===== src/rtl/tglw_pkg.sv =====
`timescale 1ns / 1ps
// ----------------------------------------------------------------------------
// tglw_pkg: shared types and constants for the text glyph layout unit
// Holds the cursor state, item, result and register structs, the font
// metrics and the register indexes.
// ----------------------------------------------------------------------------
package tglw_pkg;

  // register indexes on the write port
  localparam logic [1:0] CfgFontSize     = 2'd0;
  localparam logic [1:0] CfgScreenLength = 2'd1;
  localparam logic [1:0] CfgScreenHeight = 2'd2;

  // font metrics, small and large font
  localparam logic [4:0] NarrowSmall = 5'd6;
  localparam logic [4:0] NarrowLarge = 5'd8;
  localparam logic [4:0] WideSmall   = 5'd12;
  localparam logic [4:0] WideLarge   = 5'd16;
  localparam logic [4:0] StepSmall   = 5'd13;
  localparam logic [4:0] StepLarge   = 5'd16;

  // byte classes
  localparam logic [7:0] ByteEnd        = 8'h00;
  localparam logic [7:0] PrintFirst     = 8'd32;
  localparam logic [7:0] PrintLast      = 8'd126;
  localparam logic [7:0] CtrlLast       = 8'd31;
  localparam logic [7:0] ByteDel        = 8'd127;

  // register reset values
  localparam logic [11:0] ScreenLengthRst = 12'd128;
  localparam logic [11:0] ScreenHeightRst = 12'd64;

  typedef struct packed {
    logic        font_size;
    logic [11:0] screen_length;
    logic [11:0] screen_height;
  } tglw_cfg_t;

  typedef struct packed {
    logic [7:0]  text_byte;
    logic        string_start;
    logic [11:0] start_x;
    logic [11:0] start_y;
  } tglw_item_t;

  typedef struct packed {
    logic        wide_glyph;
    logic [15:0] char_code;
    logic [11:0] pos_x;
    logic [11:0] pos_y;
  } tglw_word_t;

  typedef struct packed {
    logic [12:0] cursor_x;
    logic [12:0] cursor_y;
    logic        lead_pending;
    logic [7:0]  lead_byte;
    logic        halted;
  } tglw_state_t;

endpackage


===== src/rtl/tglw_step.sv =====
`timescale 1ns / 1ps
// ----------------------------------------------------------------------------
// tglw_step: layout step for one text byte
// Classifies the byte, tracks the lead byte of wide characters, applies the
// wrap test and the screen height stop, and gives the next cursor state.
// ----------------------------------------------------------------------------
module tglw_step (
  input  tglw_pkg::tglw_cfg_t   cfg_i,
  input  tglw_pkg::tglw_item_t  item_i,
  input  tglw_pkg::tglw_state_t state_i,
  output tglw_pkg::tglw_state_t state_o,
  output logic                  emit_o,
  output tglw_pkg::tglw_word_t  word_o
);

  tglw_pkg::tglw_state_t st;
  logic        place;
  logic        wide;
  logic [15:0] code;
  logic [4:0]  glyph_w;
  logic [4:0]  line_step;
  logic [13:0] x_end;
  logic        wrap;
  logic [12:0] x_wrap;
  logic [12:0] y_wrap;

  // byte decode and lead byte tracking
  always_comb begin
    st      = state_i;
    place   = 1'b0;
    wide    = 1'b0;
    code    = {8'h00, item_i.text_byte};
    glyph_w = cfg_i.font_size ? tglw_pkg::NarrowLarge : tglw_pkg::NarrowSmall;
    if (item_i.string_start) begin
      st.cursor_x     = {1'b0, item_i.start_x};
      st.cursor_y     = {1'b0, item_i.start_y};
      st.lead_pending = 1'b0;
      st.lead_byte    = '0;
      st.halted       = 1'b0;
    end
    if (!st.halted) begin
      if (item_i.text_byte == tglw_pkg::ByteEnd) begin
        st.lead_pending = 1'b0;
        st.lead_byte    = '0;
        st.halted       = 1'b1;
      end else if (st.lead_pending) begin
        st.lead_pending = 1'b0;
        place   = 1'b1;
        wide    = 1'b1;
        code    = {item_i.text_byte, st.lead_byte};
        glyph_w = cfg_i.font_size ? tglw_pkg::WideLarge : tglw_pkg::WideSmall;
      end else if (item_i.text_byte inside {[tglw_pkg::PrintFirst : tglw_pkg::PrintLast]}) begin
        place = 1'b1;
      end else if (!cfg_i.font_size &&
                   (item_i.text_byte <= tglw_pkg::CtrlLast ||
                    item_i.text_byte == tglw_pkg::ByteDel)) begin
        // control byte skipped in the small font
        place = 1'b0;
      end else begin
        st.lead_byte    = item_i.text_byte;
        st.lead_pending = 1'b1;
      end
    end
  end

  // wrap test against the right edge
  assign line_step = cfg_i.font_size ? tglw_pkg::StepLarge : tglw_pkg::StepSmall;
  assign x_end     = {1'b0, st.cursor_x} + {9'd0, glyph_w};
  assign wrap      = x_end > {2'b00, cfg_i.screen_length};
  assign x_wrap    = wrap ? 13'd0 : st.cursor_x;
  assign y_wrap    = wrap ? st.cursor_y + {8'd0, line_step} : st.cursor_y;

  // placement, height stop and cursor advance
  always_comb begin
    state_o = st;
    emit_o  = 1'b0;
    word_o  = '0;
    if (place) begin
      state_o.cursor_x = x_wrap;
      state_o.cursor_y = y_wrap;
      if (y_wrap >= {1'b0, cfg_i.screen_height}) begin
        state_o.halted = 1'b1;
      end else begin
        emit_o            = 1'b1;
        word_o.wide_glyph = wide;
        word_o.char_code  = code;
        word_o.pos_x      = x_wrap[11:0];
        word_o.pos_y      = y_wrap[11:0];
        state_o.cursor_x  = x_wrap + {8'd0, glyph_w};
      end
    end
  end

endmodule


===== src/rtl/text_glyph_layout_with_wrap_unit.sv =====
`timescale 1ns / 1ps
// ----------------------------------------------------------------------------
// text_glyph_layout_with_wrap_unit: text byte stream to glyph placements
// A byte waits in the input register; its word moves into the output register
// when that is free. Throughput: one byte per cycle while the output is not
// stalled; the cursor update is one add and compare between the two registers.
// Reset: cursor and lead byte cleared, unit halted until a string start,
// font_size 0, screen 128 by 64; both pipeline registers empty.
// ----------------------------------------------------------------------------
module text_glyph_layout_with_wrap_unit (
  input  logic        clk_i,
  input  logic        rst_ni,
  // register write port
  input  logic        cfg_we_i,
  input  logic [1:0]  cfg_idx_i,
  input  logic [11:0] cfg_data_i,
  // byte input
  input  logic        in_valid_i,
  output logic        in_ready_o,
  input  logic [7:0]  text_byte_i,
  input  logic        string_start_i,
  input  logic [11:0] start_x_i,
  input  logic [11:0] start_y_i,
  // glyph output
  output logic        out_valid_o,
  input  logic        out_ready_i,
  output logic        wide_glyph_o,
  output logic [15:0] char_code_o,
  output logic [11:0] pos_x_o,
  output logic [11:0] pos_y_o
);

  tglw_pkg::tglw_cfg_t   cfg_q;
  tglw_pkg::tglw_item_t  item_q;
  logic                  in_vld_q;
  tglw_pkg::tglw_state_t st_q, st_d;
  tglw_pkg::tglw_word_t  word_q, word_d;
  logic                  out_vld_q;
  logic                  emit;
  logic                  adv;

  // configuration registers
  always_ff @(posedge clk_i or negedge rst_ni) begin
    if (!rst_ni) begin
      cfg_q.font_size     <= 1'b0;
      cfg_q.screen_length <= tglw_pkg::ScreenLengthRst;
      cfg_q.screen_height <= tglw_pkg::ScreenHeightRst;
    end else if (cfg_we_i) begin
      case (cfg_idx_i)
        tglw_pkg::CfgFontSize:     cfg_q.font_size     <= cfg_data_i[0];
        tglw_pkg::CfgScreenLength: cfg_q.screen_length <= cfg_data_i;
        tglw_pkg::CfgScreenHeight: cfg_q.screen_height <= cfg_data_i;
        default: ;
      endcase
    end
  end

  // handshake: input word moves on when the output register is free
  assign adv        = in_vld_q && (!out_vld_q || out_ready_i);
  assign in_ready_o = !in_vld_q || adv;

  // input register
  always_ff @(posedge clk_i or negedge rst_ni) begin
    if (!rst_ni) begin
      in_vld_q <= 1'b0;
    end else if (in_ready_o) begin
      in_vld_q <= in_valid_i;
    end
  end

  always_ff @(posedge clk_i) begin
    if (in_valid_i && in_ready_o) begin
      item_q <= '{text_byte: text_byte_i, string_start: string_start_i,
                  start_x: start_x_i, start_y: start_y_i};
    end
  end

  // layout step
  tglw_step u_step (
    .cfg_i   (cfg_q),
    .item_i  (item_q),
    .state_i (st_q),
    .state_o (st_d),
    .emit_o  (emit),
    .word_o  (word_d)
  );

  // cursor state
  always_ff @(posedge clk_i or negedge rst_ni) begin
    if (!rst_ni) begin
      st_q <= '{cursor_x: '0, cursor_y: '0, lead_pending: 1'b0,
                lead_byte: '0, halted: 1'b1};
    end else if (adv) begin
      st_q <= st_d;
    end
  end

  // output register
  always_ff @(posedge clk_i or negedge rst_ni) begin
    if (!rst_ni) begin
      out_vld_q <= 1'b0;
    end else if (adv) begin
      out_vld_q <= emit;
    end else if (out_ready_i) begin
      out_vld_q <= 1'b0;
    end
  end

  always_ff @(posedge clk_i) begin
    if (adv && emit) begin
      word_q <= word_d;
    end
  end

  assign out_valid_o  = out_vld_q;
  assign wide_glyph_o = word_q.wide_glyph;
  assign char_code_o  = word_q.char_code;
  assign pos_x_o      = word_q.pos_x;
  assign pos_y_o      = word_q.pos_y;

  // checks
  a_empty_ready: assert property (@(posedge clk_i) disable iff (!rst_ni)
    !in_vld_q |-> in_ready_o)
    else $error("input register empty but not ready");

  a_halt_silent: assert property (@(posedge clk_i) disable iff (!rst_ni)
    adv && st_q.halted && !item_q.string_start |-> !emit)
    else $error("glyph emitted while halted");

  a_row_inside: assert property (@(posedge clk_i) disable iff (!rst_ni)
    emit |-> {1'b0, word_d.pos_y} < {1'b0, cfg_q.screen_height})
    else $error("glyph placed below screen height");

  a_end_halts: assert property (@(posedge clk_i) disable iff (!rst_ni)
    adv && item_q.text_byte == tglw_pkg::ByteEnd |=> st_q.halted && !st_q.lead_pending)
    else $error("terminator did not halt");

endmodule


===== config.mk =====
export PLATFORM = sky130hd
export DESIGN_NAME = text_glyph_layout_with_wrap_unit
export DESIGN_NICKNAME = d
export VERILOG_FILES = /design/src/rtl/tglw_pkg.sv /design/src/rtl/tglw_step.sv /design/src/rtl/text_glyph_layout_with_wrap_unit.sv
export SDC_FILE = /design/constraint.sdc
export NUM_CORES = 1
export LEC_CHECK = 0
export BUFFER_PORTS_ARGS = -buffer_cell sky130_fd_sc_hd__buf_2
export CORE_MARGIN = 3
export CORE_UTILIZATION = 45
export CTS_CLUSTER_DIAMETER = 200
export DETAILED_ROUTE_END_ITERATION = 6
export GPL_TIMING_DRIVEN = 1
export SYNTH_ARGS = -nofsm -noshare
export SYNTH_HDL_FRONTEND = slang
export SYNTH_HIERARCHICAL = 1
export SYNTH_SLANG_ARGS = --single-unit

===== constraint.sdc =====
create_clock -name clk_i -period 11.46 [get_ports clk_i]
set_clock_uncertainty 0.2 [all_clocks]
set_input_delay 0 -clock clk_i [delete_from_list [all_inputs] [get_ports clk_i]]
set_output_delay 0 -clock clk_i [all_outputs]
set_load 0.02 [all_outputs]

==> flow_metrics.env, run 1 <==
export IMPL_io_buffers=94
export IMPL_syn_area_um2=7730
export IMPL_maxSlewHeadroom_pct=22.5
export IMPL_ir_drop_mv=0.129
export IMPL_vias_per_cell=5.41
export IMPL_yosysTopAreaCell="edfxtp_1"
export IMPL_syn_to_final_growth_pct=24.1
export IMPL_rows=47
export IMPL_dr_pass1_iters=5
export IMPL_cts_buffers=17
export IMPL_combPwrFrac_pct=41.9
export IMPL_crit_type="flip-flop to flip-flop"
export IMPL_synth_most_common_cell="edfxtp_1"
export IMPL_period_share_pct=75.9
export IMPL_synth_top_area_share_pct=28.7
export IMPL_switching_share_pct=35.8
export IMPL_p_per_area_nw_per_um2=244
export IMPL_hold_violations=0
export IMPL_p_leak_nw=4.27
export IMPL_fillers=1415
export IMPL_pwr_share_clk_pct=26.4
export IMPL_nets=881
export IMPL_gp_congestion=0.854
export IMPL_start_util_pct=46.3
export IMPL_avgSynthCellArea_um2=12.2
export IMPL_grt_first_pass_wirelength_mm=30.3
export IMPL_diodes=0
export IMPL_cts_tree="built"
export IMPL_cts_setup_buffers=0
export IMPL_syn_inst=635
export IMPL_rsz0062_at_grt="false"
export IMPL_dp_hpwl_mm=13.4
export IMPL_utilization_pct=57.5
export IMPL_synth_seq_area_share_pct=49.2
export IMPL_max_freq_ghz=0.115
export IMPL_crit_path_start_kind="flip-flop"
export IMPL_ys_ff_latch=137
export IMPL_first_iter_violations=325
export IMPL_finalWirelength_mm=19.3
export IMPL_die_x_um=137
export IMPL_synth_warning_count=6
export IMPL_reg2reg_slack_ns=2.77
export IMPL_drive_above_1_share_pct=26.8
export IMPL_synth_main_ff_cell="edfxtp_1"
export IMPL_cts_root_buf="clkbuf_16"
export IMPL_insertion_delay_ns=0.43
export IMPL_cts_sink_count=137
export IMPL_p_seq_share_pct=31.7
export IMPL_multi_input_area_um2=3620
export IMPL_first_global_vias=5779
export IMPL_maxSlewViolCount=0
export IMPL_cap_viol_max_count=0
export IMPL_synth_edf_count=74
export IMPL_antenna_found_initial=0
export IMPL_tightest_slew_ns=1.16
export IMPL_placedCellCount=932
export IMPL_synth_common_cells="edfxtp_1 (74), dfrtp_1 (60), nor2_1 (56)"
export IMPL_p_sw_w=0.000838
export IMPL_status="completed"
export IMPL_core_area_um2=16700
export IMPL_seqCellArea_um2=3800
export IMPL_synth_distinct_cells=69
export IMPL_required_ns=11.29
export IMPL_grt_ovfl_total=0
export IMPL_crit_path_end_kind="flip-flop"
export IMPL_arrival_ns=8.53
export IMPL_ios=95
export IMPL_cts_buffer_depth=2
export IMPL_synthTopCellsByArea="edfxtp_1 (29%), dfrtp_1 (19%), mux2_4 (9.7%)"
export IMPL_ys_async_sr_fraction_pct=46.0
export IMPL_worst_path_max_fanout=41
export IMPL_cpPeakStageDelay_ns=0.92
export IMPL_grt_usage_pct=21.3
export IMPL_fin_setup_tns_ns=0
export IMPL_layout_min_cycle_time_ns=8.69
export IMPL_cp_slowest_cell="edfxtp_1"
export IMPL_hold_class="input port to async pin"
export IMPL_drcViolationCount=0
export IMPL_h_tree_depth=4
export IMPL_drtAntennaViolNets=0
export IMPL_wl_per_cell_um=18.9
export IMPL_syn_num_nets=728
export IMPL_intPower_w=0.00150
export IMPL_die_area_um2=18800
export IMPL_die_h_um=137
export IMPL_worstReg2RegStart="item_q[24]$_DFFE_PP_"
export IMPL_final_cells=1021
export IMPL_setup_viol=0
export IMPL_num_vias=5521
export IMPL_clkSlewWorstSetupHoldPaths_ns=0.06
export IMPL_reg2regPathDepth=29
export IMPL_grt_max_degree=64
export IMPL_r2r_end="pos_x_o[11]$_DFFE_PP_"
[power by group through the flow]
stage | Combinational [W] | Sequential, W | Clock (W)
final | 0.000982 | 0.000742 | 0.000618
after global routing | 0.00108 | 0.000755 | 0.000654
after CTS | 0.000978 | 0.000742 | 0.000629
after detailed placement | 0.000952 | 0.000748 | 0
after global placement | 0.000926 | 0.000745 | 0
after floorplan | 0.000705 | 0.000761 | 0
[through the flow]
| stage | worst slack (ns) | power, W | area (µm²) | hold WS [ns] |
|---|---|---|---|---|
| 2_1_floorplan | 3.13 | 0.00147 | 7730 | -0.496 |
| 3_3_place_gp | 3.30 | 0.00167 | 8370 | -0.0229 |
| 3_5_place_dp | 2.84 | 0.00170 | 8370 | -0.0219 |
| 4_1_cts | 2.78 | 0.00235 | 9600 | 0.0580 |
| 5_1_grt | 2.02 | 0.00249 | 9600 | 0.0645 |
| 6_report | 2.77 | 0.00234 | 9600 | 0.0598 |
[critical path, delay by kind of cell (launching register included)]
| family | cells | cell delay (ns) |
|---|---|---|
| AOI/OAI and AO/OA | 11 | 2.38 |
| xor gates and xnor gates | 1 | 0.20 |
| adders and majority gates | 4 | 1.24 |
| buffers and inverters | 2 | 0.56 |
| DFF | 1 | 0.92 |
| and+or+nand+nor | 11 | 2.71 |
[flip-flops by register name (all words and copies together) (netlist names)]
| name | flops |
|---|---|
| cfg_q | 25 |
| char_code_o | 16 |
| in_vld_q | 1 |
| item_q | 33 |
| out_valid_o | 1 |
| pos_x_o | 12 |
| pos_y_o | 12 |
| st_q | 36 |
| wide_glyph_o | 1 |
[cell type report]
class                           instances  share of cell area (%)
Timing Repair Buffer                  156                    11.2
Inverter                               42                    1.64
Tap cell                              220                    2.87
Sequential cell                       137                    39.6
Clock inverter                         12                    2.33
Clock buffer                           20                    4.55
Multi-Input combinational cell        434                    37.8
[worst max-delay path by stage]
stage,slack [ns],endpoint,cells after the start,startpoint
after floorplan,3.13,char_code_o[0]$_DFFE_PP_,33,item_q[24]$_DFFE_PP_
after global placement,3.30,pos_x_o[0]$_DFFE_PP_,29,item_q[24]$_DFFE_PP_
after detailed placement,2.84,pos_x_o[0]$_DFFE_PP_,29,item_q[24]$_DFFE_PP_
after CTS,2.78,pos_x_o[11]$_DFFE_PP_,29,item_q[24]$_DFFE_PP_
after global routing,2.02,pos_x_o[6]$_DFFE_PP_,30,item_q[24]$_DFFE_PP_
final,2.77,pos_x_o[11]$_DFFE_PP_,29,item_q[24]$_DFFE_PP_
[layout by cell type, fill, tap and decap left out, types with 10 or more instances in the layout]
cell	count
inv_1	42
dlygate4sd3_1	57
nand3_1	16
clkbuf_16	17
nor2_1	55
xor2_1	16
mux2_4	50
mux2_2	15
edfxtp_1	74
xnor2_1	16
ha_1	39
mux2i_1	21
nor3b_1	10
buf_2	94
nand2_1	25
dfrtp_1	60
nor2b_1	15
nor3_1	14
a21oi_1	26
[cells by family (layout without fill, tap and decap cells)]
group                      after synthesis  after routing  share of synthesized area, %
adders and majority gates               41             41                          6.83
DFF                                    137            137                          49.2
muxes                                   88             88                          14.9
buffers and inverters                   64            230                          4.05
AOI/OAI and AO/OA                       92             92                          8.33
xor gates and xnor gates                32             32                          3.62
and+or+nand+nor                        181            181                          13.1
[routing by layer]
metal  GRT usage, %  share of wire [%]
met3           5.18                3.8
met5              0                  0
met4           8.15                2.6
met1           27.0                 44
met2           35.2                 49
[what timing repair did]
item	CTS	global route
hold endpoints to repair	120	0
hold buffers	57	0
gates resized for setup	0	0
(Power assumes the default switching activity.)
==> run 2: changes to the inputs <==
- clock period: 11.46 -> 8.8 ns (I/O delays scaled with it)
==> run 2 against run 1 <==
Sequential cell count did not move. First-iteration DRC count grew 15%. Register-to-register slack got worse by 1.9 ns. Global-route usage up 0.45 points. Maximum frequency grew 10%. Final area down 0.33%. Final cell count up 0.29%. Count of clock-buffer cells in the layout is the same. Die area stayed put. Largest cell class unchanged.
==> flow_metrics.env, run 2 (synthesis gave the netlist of run 1 again) <==
export IMPL_status="completed"
export IMPL_switching_share_pct=37.2
export IMPL_cts_root_buf="clkbuf_16"
export IMPL_syn_to_final_growth_pct=23.7
export IMPL_combPwrFrac_pct=43.7
export IMPL_dr_pass1_iters=6
export IMPL_hold_ws_ns=0.0784
export IMPL_crit_path_start_kind="flip-flop"
export IMPL_cp_buffers_inverters=2
export IMPL_insertion_delay_ns=0.43
export IMPL_max_freq_ghz=0.127
export IMPL_seqCellArea_um2=3800
export IMPL_drtAntennaViolNets=0
export IMPL_worst_path_max_fanout=23
export IMPL_num_vias=5576
export IMPL_power_total_w=0.00297
export IMPL_io_buffers=94
export IMPL_antenna_found_initial=0
export IMPL_hold_depth=2
export IMPL_fillers=1401
export IMPL_rows=47
export IMPL_p_sw_w=0.00110
export IMPL_arrival_ns=7.82
export IMPL_reg2reg_slack_ns=0.90
export IMPL_layout_common_cells="buf_2 (94), edfxtp_1 (74), dfrtp_1 (60), dlygate4sd3_1 (59), nor2_1 (55)"
export IMPL_cts_sink_count=137
export IMPL_largest_reg_flops=36
export IMPL_rsz0062_at_grt="false"
export IMPL_grt_usage_pct=21.7
export IMPL_worstReg2RegStart="item_q[32]$_DFFE_PP_"
export IMPL_cts_hold_buffers=59
export IMPL_pwr_share_clk_pct=23.7
export IMPL_crit_path_start="item_q[32]$_DFFE_PP_"
export IMPL_cap_viol_max_count=0
export IMPL_min_delay_start="start_y_i[3]"
export IMPL_wl_met2_mm=9.41
export IMPL_wl_per_cell_um=18.9
export IMPL_fin_setup_tns_ns=0
export IMPL_vias_per_cell=5.45
export IMPL_clkSlewWorstSetupHoldPaths_ns=0.06
export IMPL_pre_cts_ws_ns=0.928
export IMPL_nets=884
export IMPL_die_h_um=137
export IMPL_cp_slowest_cell="edfxtp_1"
export IMPL_p_per_area_nw_per_um2=310
export IMPL_cts_buffers=17
export IMPL_dp_hpwl_mm=13.7
export IMPL_start_util_pct=46.3
export IMPL_gp_congestion=0.974
export IMPL_largest_register="st_q"
export IMPL_reg2regPathDepth=29
export IMPL_wirelength_met1_mm=8.69
export IMPL_required_ns=8.72
export IMPL_intPower_w=0.00186
export IMPL_p_seq_share_pct=32.5
export IMPL_r2r_end="pos_x_o[8]$_DFFE_PP_"
export IMPL_grt_ovfl_total=0
export IMPL_multi_input_area_um2=3620
export IMPL_p_leak_nw=4.25
export IMPL_layout_setup_ws_ns=0.895
export IMPL_ios=95
export IMPL_tightest_slew_ns=0.983
export IMPL_cpPeakStageDelay_ns=0.50
export IMPL_maxSlewHeadroom_pct=33.9
export IMPL_h_tree_depth=4
export IMPL_first_iter_violations=373
export IMPL_cts_buffer_depth=2
export IMPL_final_cells=1024
export IMPL_grt_first_pass_wirelength_mm=30.9
export IMPL_placedCellCount=933
export IMPL_die_x_um=137
export IMPL_diodes=0
export IMPL_crit_type="flip-flop to flip-flop"
export IMPL_worst_hold_path_endpoint="item_q[3]$_DFFE_PP_"
export IMPL_final_common_cell="buf_2"
export IMPL_path_delay_family="simple AND/OR/NAND/NOR gates"
export IMPL_drive_above_1_share_pct=27.0
export IMPL_first_global_vias=5811
export IMPL_die_area_um2=18800
export IMPL_ir_drop_mv=0.153
export IMPL_grt_max_degree=64
export IMPL_reg_top3="st_q x36, item_q x33, cfg_q x25"
export IMPL_wl_met3_um=806
export IMPL_layout_min_cycle_time_ns=7.90
export IMPL_highest_layer="met4"
export IMPL_setup_viol=0
export IMPL_crit_top_cell="nand2_1"
export IMPL_drcViolationCount=0
export IMPL_maxSlewViolCount=0
export IMPL_core_area_um2=16700
export IMPL_cts_tree="built"
export IMPL_period_share_pct=89.8
export IMPL_hold_class="input port to flip-flop"
export IMPL_finalWirelength_mm=19.3
export IMPL_post_cts_resized=0
export IMPL_cts_setup_buffers=0
export IMPL_crit_path_end_kind="flip-flop"
export IMPL_hold_violations=0
==> run 2: worst max-delay path by stage <==
stage	end	slack, ns	depth (start not counted)
floorplan	char_code_o[0]$_DFFE_PP_	0.47	33
CTS	pos_x_o[11]$_DFFE_PP_	0.94	29
global route	pos_x_o[1]$_DFFE_PP_	0.30	30
global placement	pos_x_o[0]$_DFFE_PP_	1.23	29
detailed placement	pos_x_o[8]$_DFFE_PP_	0.93	29
finish	pos_x_o[8]$_DFFE_PP_	0.90	29
==> run 2: power groups by stage <==
stage	combinational, W	clock, W	sequential (W)
2_1_floorplan	0.000918	0	0.000991
3_3_place_gp	0.00123	0	0.000968
3_5_place_dp	0.00126	0	0.000975
4_1_cts	0.00129	0.000720	0.000965
5_1_grt	0.00142	0.000751	0.000985
6_report	0.00130	0.000704	0.000965
==> run 2: stage by stage <==
stage / utilization [%] / area [µm²]
after floorplan: - / 7730
after CTS: 57.3 / 9570
after global placement: 50.2 / 8390
after global routing: 57.3 / 9570
after detailed placement: 50.2 / 8390
final: 57.3 / 9570
==> run 2: cell type report <==
| cell class | instances | share of cell area, % |
|---|---|---|
| flip-flops and latches | 137 | 39.7 |
| multi-input cells | 434 | 37.9 |
| repair buffers | 159 | 11.7 |
| clock buffers | 20 | 4.67 |
| well taps | 220 | 2.88 |
| inverters | 42 | 1.65 |
| clock inverters | 12 | 1.49 |
==> run 2: worst register-to-register path, delay by kind of cell, from the launching register on <==
kind,cells,cell delay [ns]
flip-flops,1,0.50
XOR/XNOR,1,0.21
AO/OA/AOI/OAI,11,2.43
adder cells (fa/ha/maj),4,1.22
AND/OR/NAND/NOR,11,2.66
buffers and inverters,2,0.37
==> run 2: metal layers <==
layer  track usage (%)  vias up
met1              29.0     2767
met5                 0        -
met4              7.71        0
met3              4.89       30
li1                  -     2626
met2              34.9      153
==> run 3: changes to the inputs <==
- CORE_UTILIZATION: 45 -> 50
- PLACE_DENSITY: unset -> 0.7
==> run 3 against run 2 <==
Worst setup slack gained 0.21 ns. Worst hold slack lost 0.0033 ns. Die area shrank 9.6%. Sequential cell count is the same. Total power grew 1.2%. Clock power grew 7.8%. First-iteration DRC count grew 27%. Wire length shrank 3.0%. Via count shrank 0.66%. Non-clock buffer count shrank 2. Final cell count shrank 3.7%.
==> flow_metrics.env, run 3 (synthesis gave the netlist of run 1 again) <==
export IMPL_status="completed"
export IMPL_maxSlewHeadroom_pct=32.2
export IMPL_insertion_delay_ns=0.43
export IMPL_die_x_um=130
export IMPL_start_util_pct=52.2
export IMPL_drtAntennaViolNets=0
export IMPL_hold_violations=0
export IMPL_largest_register="st_q"
export IMPL_first_global_vias=5819
export IMPL_maxSlewViolCount=0
export IMPL_h_tree_depth=4
export IMPL_switching_share_pct=36.7
export IMPL_p_seq_share_pct=32.0
export IMPL_period_share_pct=87.5
export IMPL_dr_pass1_iters=5
export IMPL_final_common_cell="buf_2"
export IMPL_rsz0062_at_grt="false"
export IMPL_fin_setup_tns_ns=0
export IMPL_required_ns=8.65
export IMPL_arrival_ns=7.55
export IMPL_ir_drop_mv=0.205
export IMPL_pwr_share_clk_pct=25.3
export IMPL_dp_hpwl_mm=12.9
export IMPL_cts_setup_buffers=0
export IMPL_cts_buffers=17
export IMPL_cts_buffer_depth=2
export IMPL_clkSlewWorstSetupHoldPaths_ns=0.06
export IMPL_dpl_cell_area_um2=8340
export IMPL_grt_max_degree=64
export IMPL_p_sw_w=0.00110
export IMPL_core_area_um2=14800
export IMPL_largest_reg_flops=36
export IMPL_finalWirelength_mm=18.8
export IMPL_p_per_area_nw_per_um2=315
export IMPL_first_iter_violations=474
export IMPL_die_h_um=130
export IMPL_intPower_w=0.00190
export IMPL_grt_first_pass_wirelength_mm=30.2
export IMPL_nets=882
export IMPL_cts_root_buf="clkbuf_16"
export IMPL_reg_top3="st_q x36, item_q x33, cfg_q x25"
export IMPL_rows=44
export IMPL_io_buffers=94
export IMPL_grt_ovfl_total=0
export IMPL_placedCellCount=898
export IMPL_num_vias=5539
export IMPL_grt_usage_pct=23.4
export IMPL_worst_path_max_fanout=41
export IMPL_drcViolationCount=0
export IMPL_drive_above_1_share_pct=27.3
export IMPL_max_freq_ghz=0.130
export IMPL_setup_viol=0
export IMPL_cts_tree="built"
export IMPL_crit_top_cell="nand2_1"
export IMPL_final_area_um2=9520
export IMPL_hold_class="input port to flip-flop"
export IMPL_layout_min_cycle_time_ns=7.70
export IMPL_crit_path_start_kind="flip-flop"
export IMPL_cap_viol_max_count=0
export IMPL_syn_to_final_growth_pct=23.2
export IMPL_ios=95
export IMPL_final_cells=986
export IMPL_cts_sink_count=137
export IMPL_crit_path_end_kind="flip-flop"
export IMPL_cp_slowest_cell="o22ai_2"
export IMPL_antenna_found_initial=0
export IMPL_reg2reg_slack_ns=1.10
export IMPL_fillers=1141
export IMPL_diodes=0
export IMPL_layout_common_cells="buf_2 (94), edfxtp_1 (74), dfrtp_1 (60), dlygate4sd3_1 (56), nor2_1 (55)"
export IMPL_die_area_um2=17000
export IMPL_wl_per_cell_um=19.0
export IMPL_cpPeakStageDelay_ns=0.54
export IMPL_vias_per_cell=5.62
export IMPL_p_leak_nw=4.26
export IMPL_combPwrFrac_pct=42.7
export IMPL_tightest_slew_ns=1.01
export IMPL_crit_type="flip-flop to flip-flop"
export IMPL_gp_congestion=0.936
## run 3: cell count changes in the layout (fill, tap and decap cells not counted), sizes merged
cell and delta:
buf +1, bufinv +2, clkbuf -2, clkinv +1
clkinvlp -1, dlygate4sd3 -3
## run 3: per-stage QoR
step                      hold WS, ns  setup WS, ns  utilization (%)  total power (W)
after global placement        -0.0234          1.55             56.3          0.00216
after floorplan                -0.496         0.468                -          0.00191
after global routing           0.0700         0.474             64.3          0.00319
after detailed placement      -0.0219          1.22             56.3          0.00220
final                          0.0751          1.10             64.3          0.00300
after CTS                      0.0583          1.22             64.3          0.00300
## run 3: final cells by class
cell class	count	area (µm²)	area share [%]
clock buffer	18	429	4.51
clock inverter	14	196	2.06
inverter	42	158	1.66
multi-input combinational	434	3620	38.1
sequential	137	3800	39.9
tap	184	230	2.42
timing repair buffer	157	1080	11.4
## run 3: final timing paths
kind,startpoint,end,cells past startpoint
max in group asynchronous,rst_ni,st_q[34]$_DFFE_PN0P_,3
worst min register to register,st_q[22]$_DFFE_PN0P_,st_q[22]$_DFFE_PN0P_,1
worst min-delay path,start_y_i[7],item_q[7]$_DFFE_PP_,2
min in group asynchronous,rst_ni,st_q[17]$_DFFE_PN0P_,3
worst max-delay path,item_q[31]$_DFFE_PP_,pos_x_o[11]$_DFFE_PP_,30
worst max register to register,item_q[31]$_DFFE_PP_,pos_x_o[11]$_DFFE_PP_,30
## run 3: repair_timing
| item | in CTS | in global routing |
|---|---|---|
| hold buffers | 56 | 0 |
| resized for setup | 0 | 0 |
| endpoints found under the hold margin | 120 | 0 |
## run 3: power by group through the flow
stage | logic [W] | registers, W | clock network [W]
floorplan | 0.000918 | 0.000991 | 0
CTS | 0.00127 | 0.000959 | 0.000770
global placement | 0.00120 | 0.000962 | 0
finish | 0.00128 | 0.000960 | 0.000759
global route | 0.00141 | 0.000981 | 0.000802
detailed placement | 0.00124 | 0.000967 | 0
## run 3: per-layer routing
layer / track usage [%] / vias up / share of wire (%)
li1: - / 2621 / -
met1: 30.0 / 2729 / 43
met2: 39.4 / 160 / 50
met3: 5.53 / 29 / 5.4
met4: 7.32 / 0 / 1.8
met5: 0 / - / 0
## run 3: critical path: cells and delay by family, from the launching register on
kind                       cells  cell delay (ns)
and+or+nand+nor               12             2.10
buffers and inverters          3             1.01
adders and majority gates      4             1.11
DFF                            1             0.51
muxes                          1             0.28
AOI/OAI and AO/OA              9             1.94
xor gates and xnor gates       1             0.15
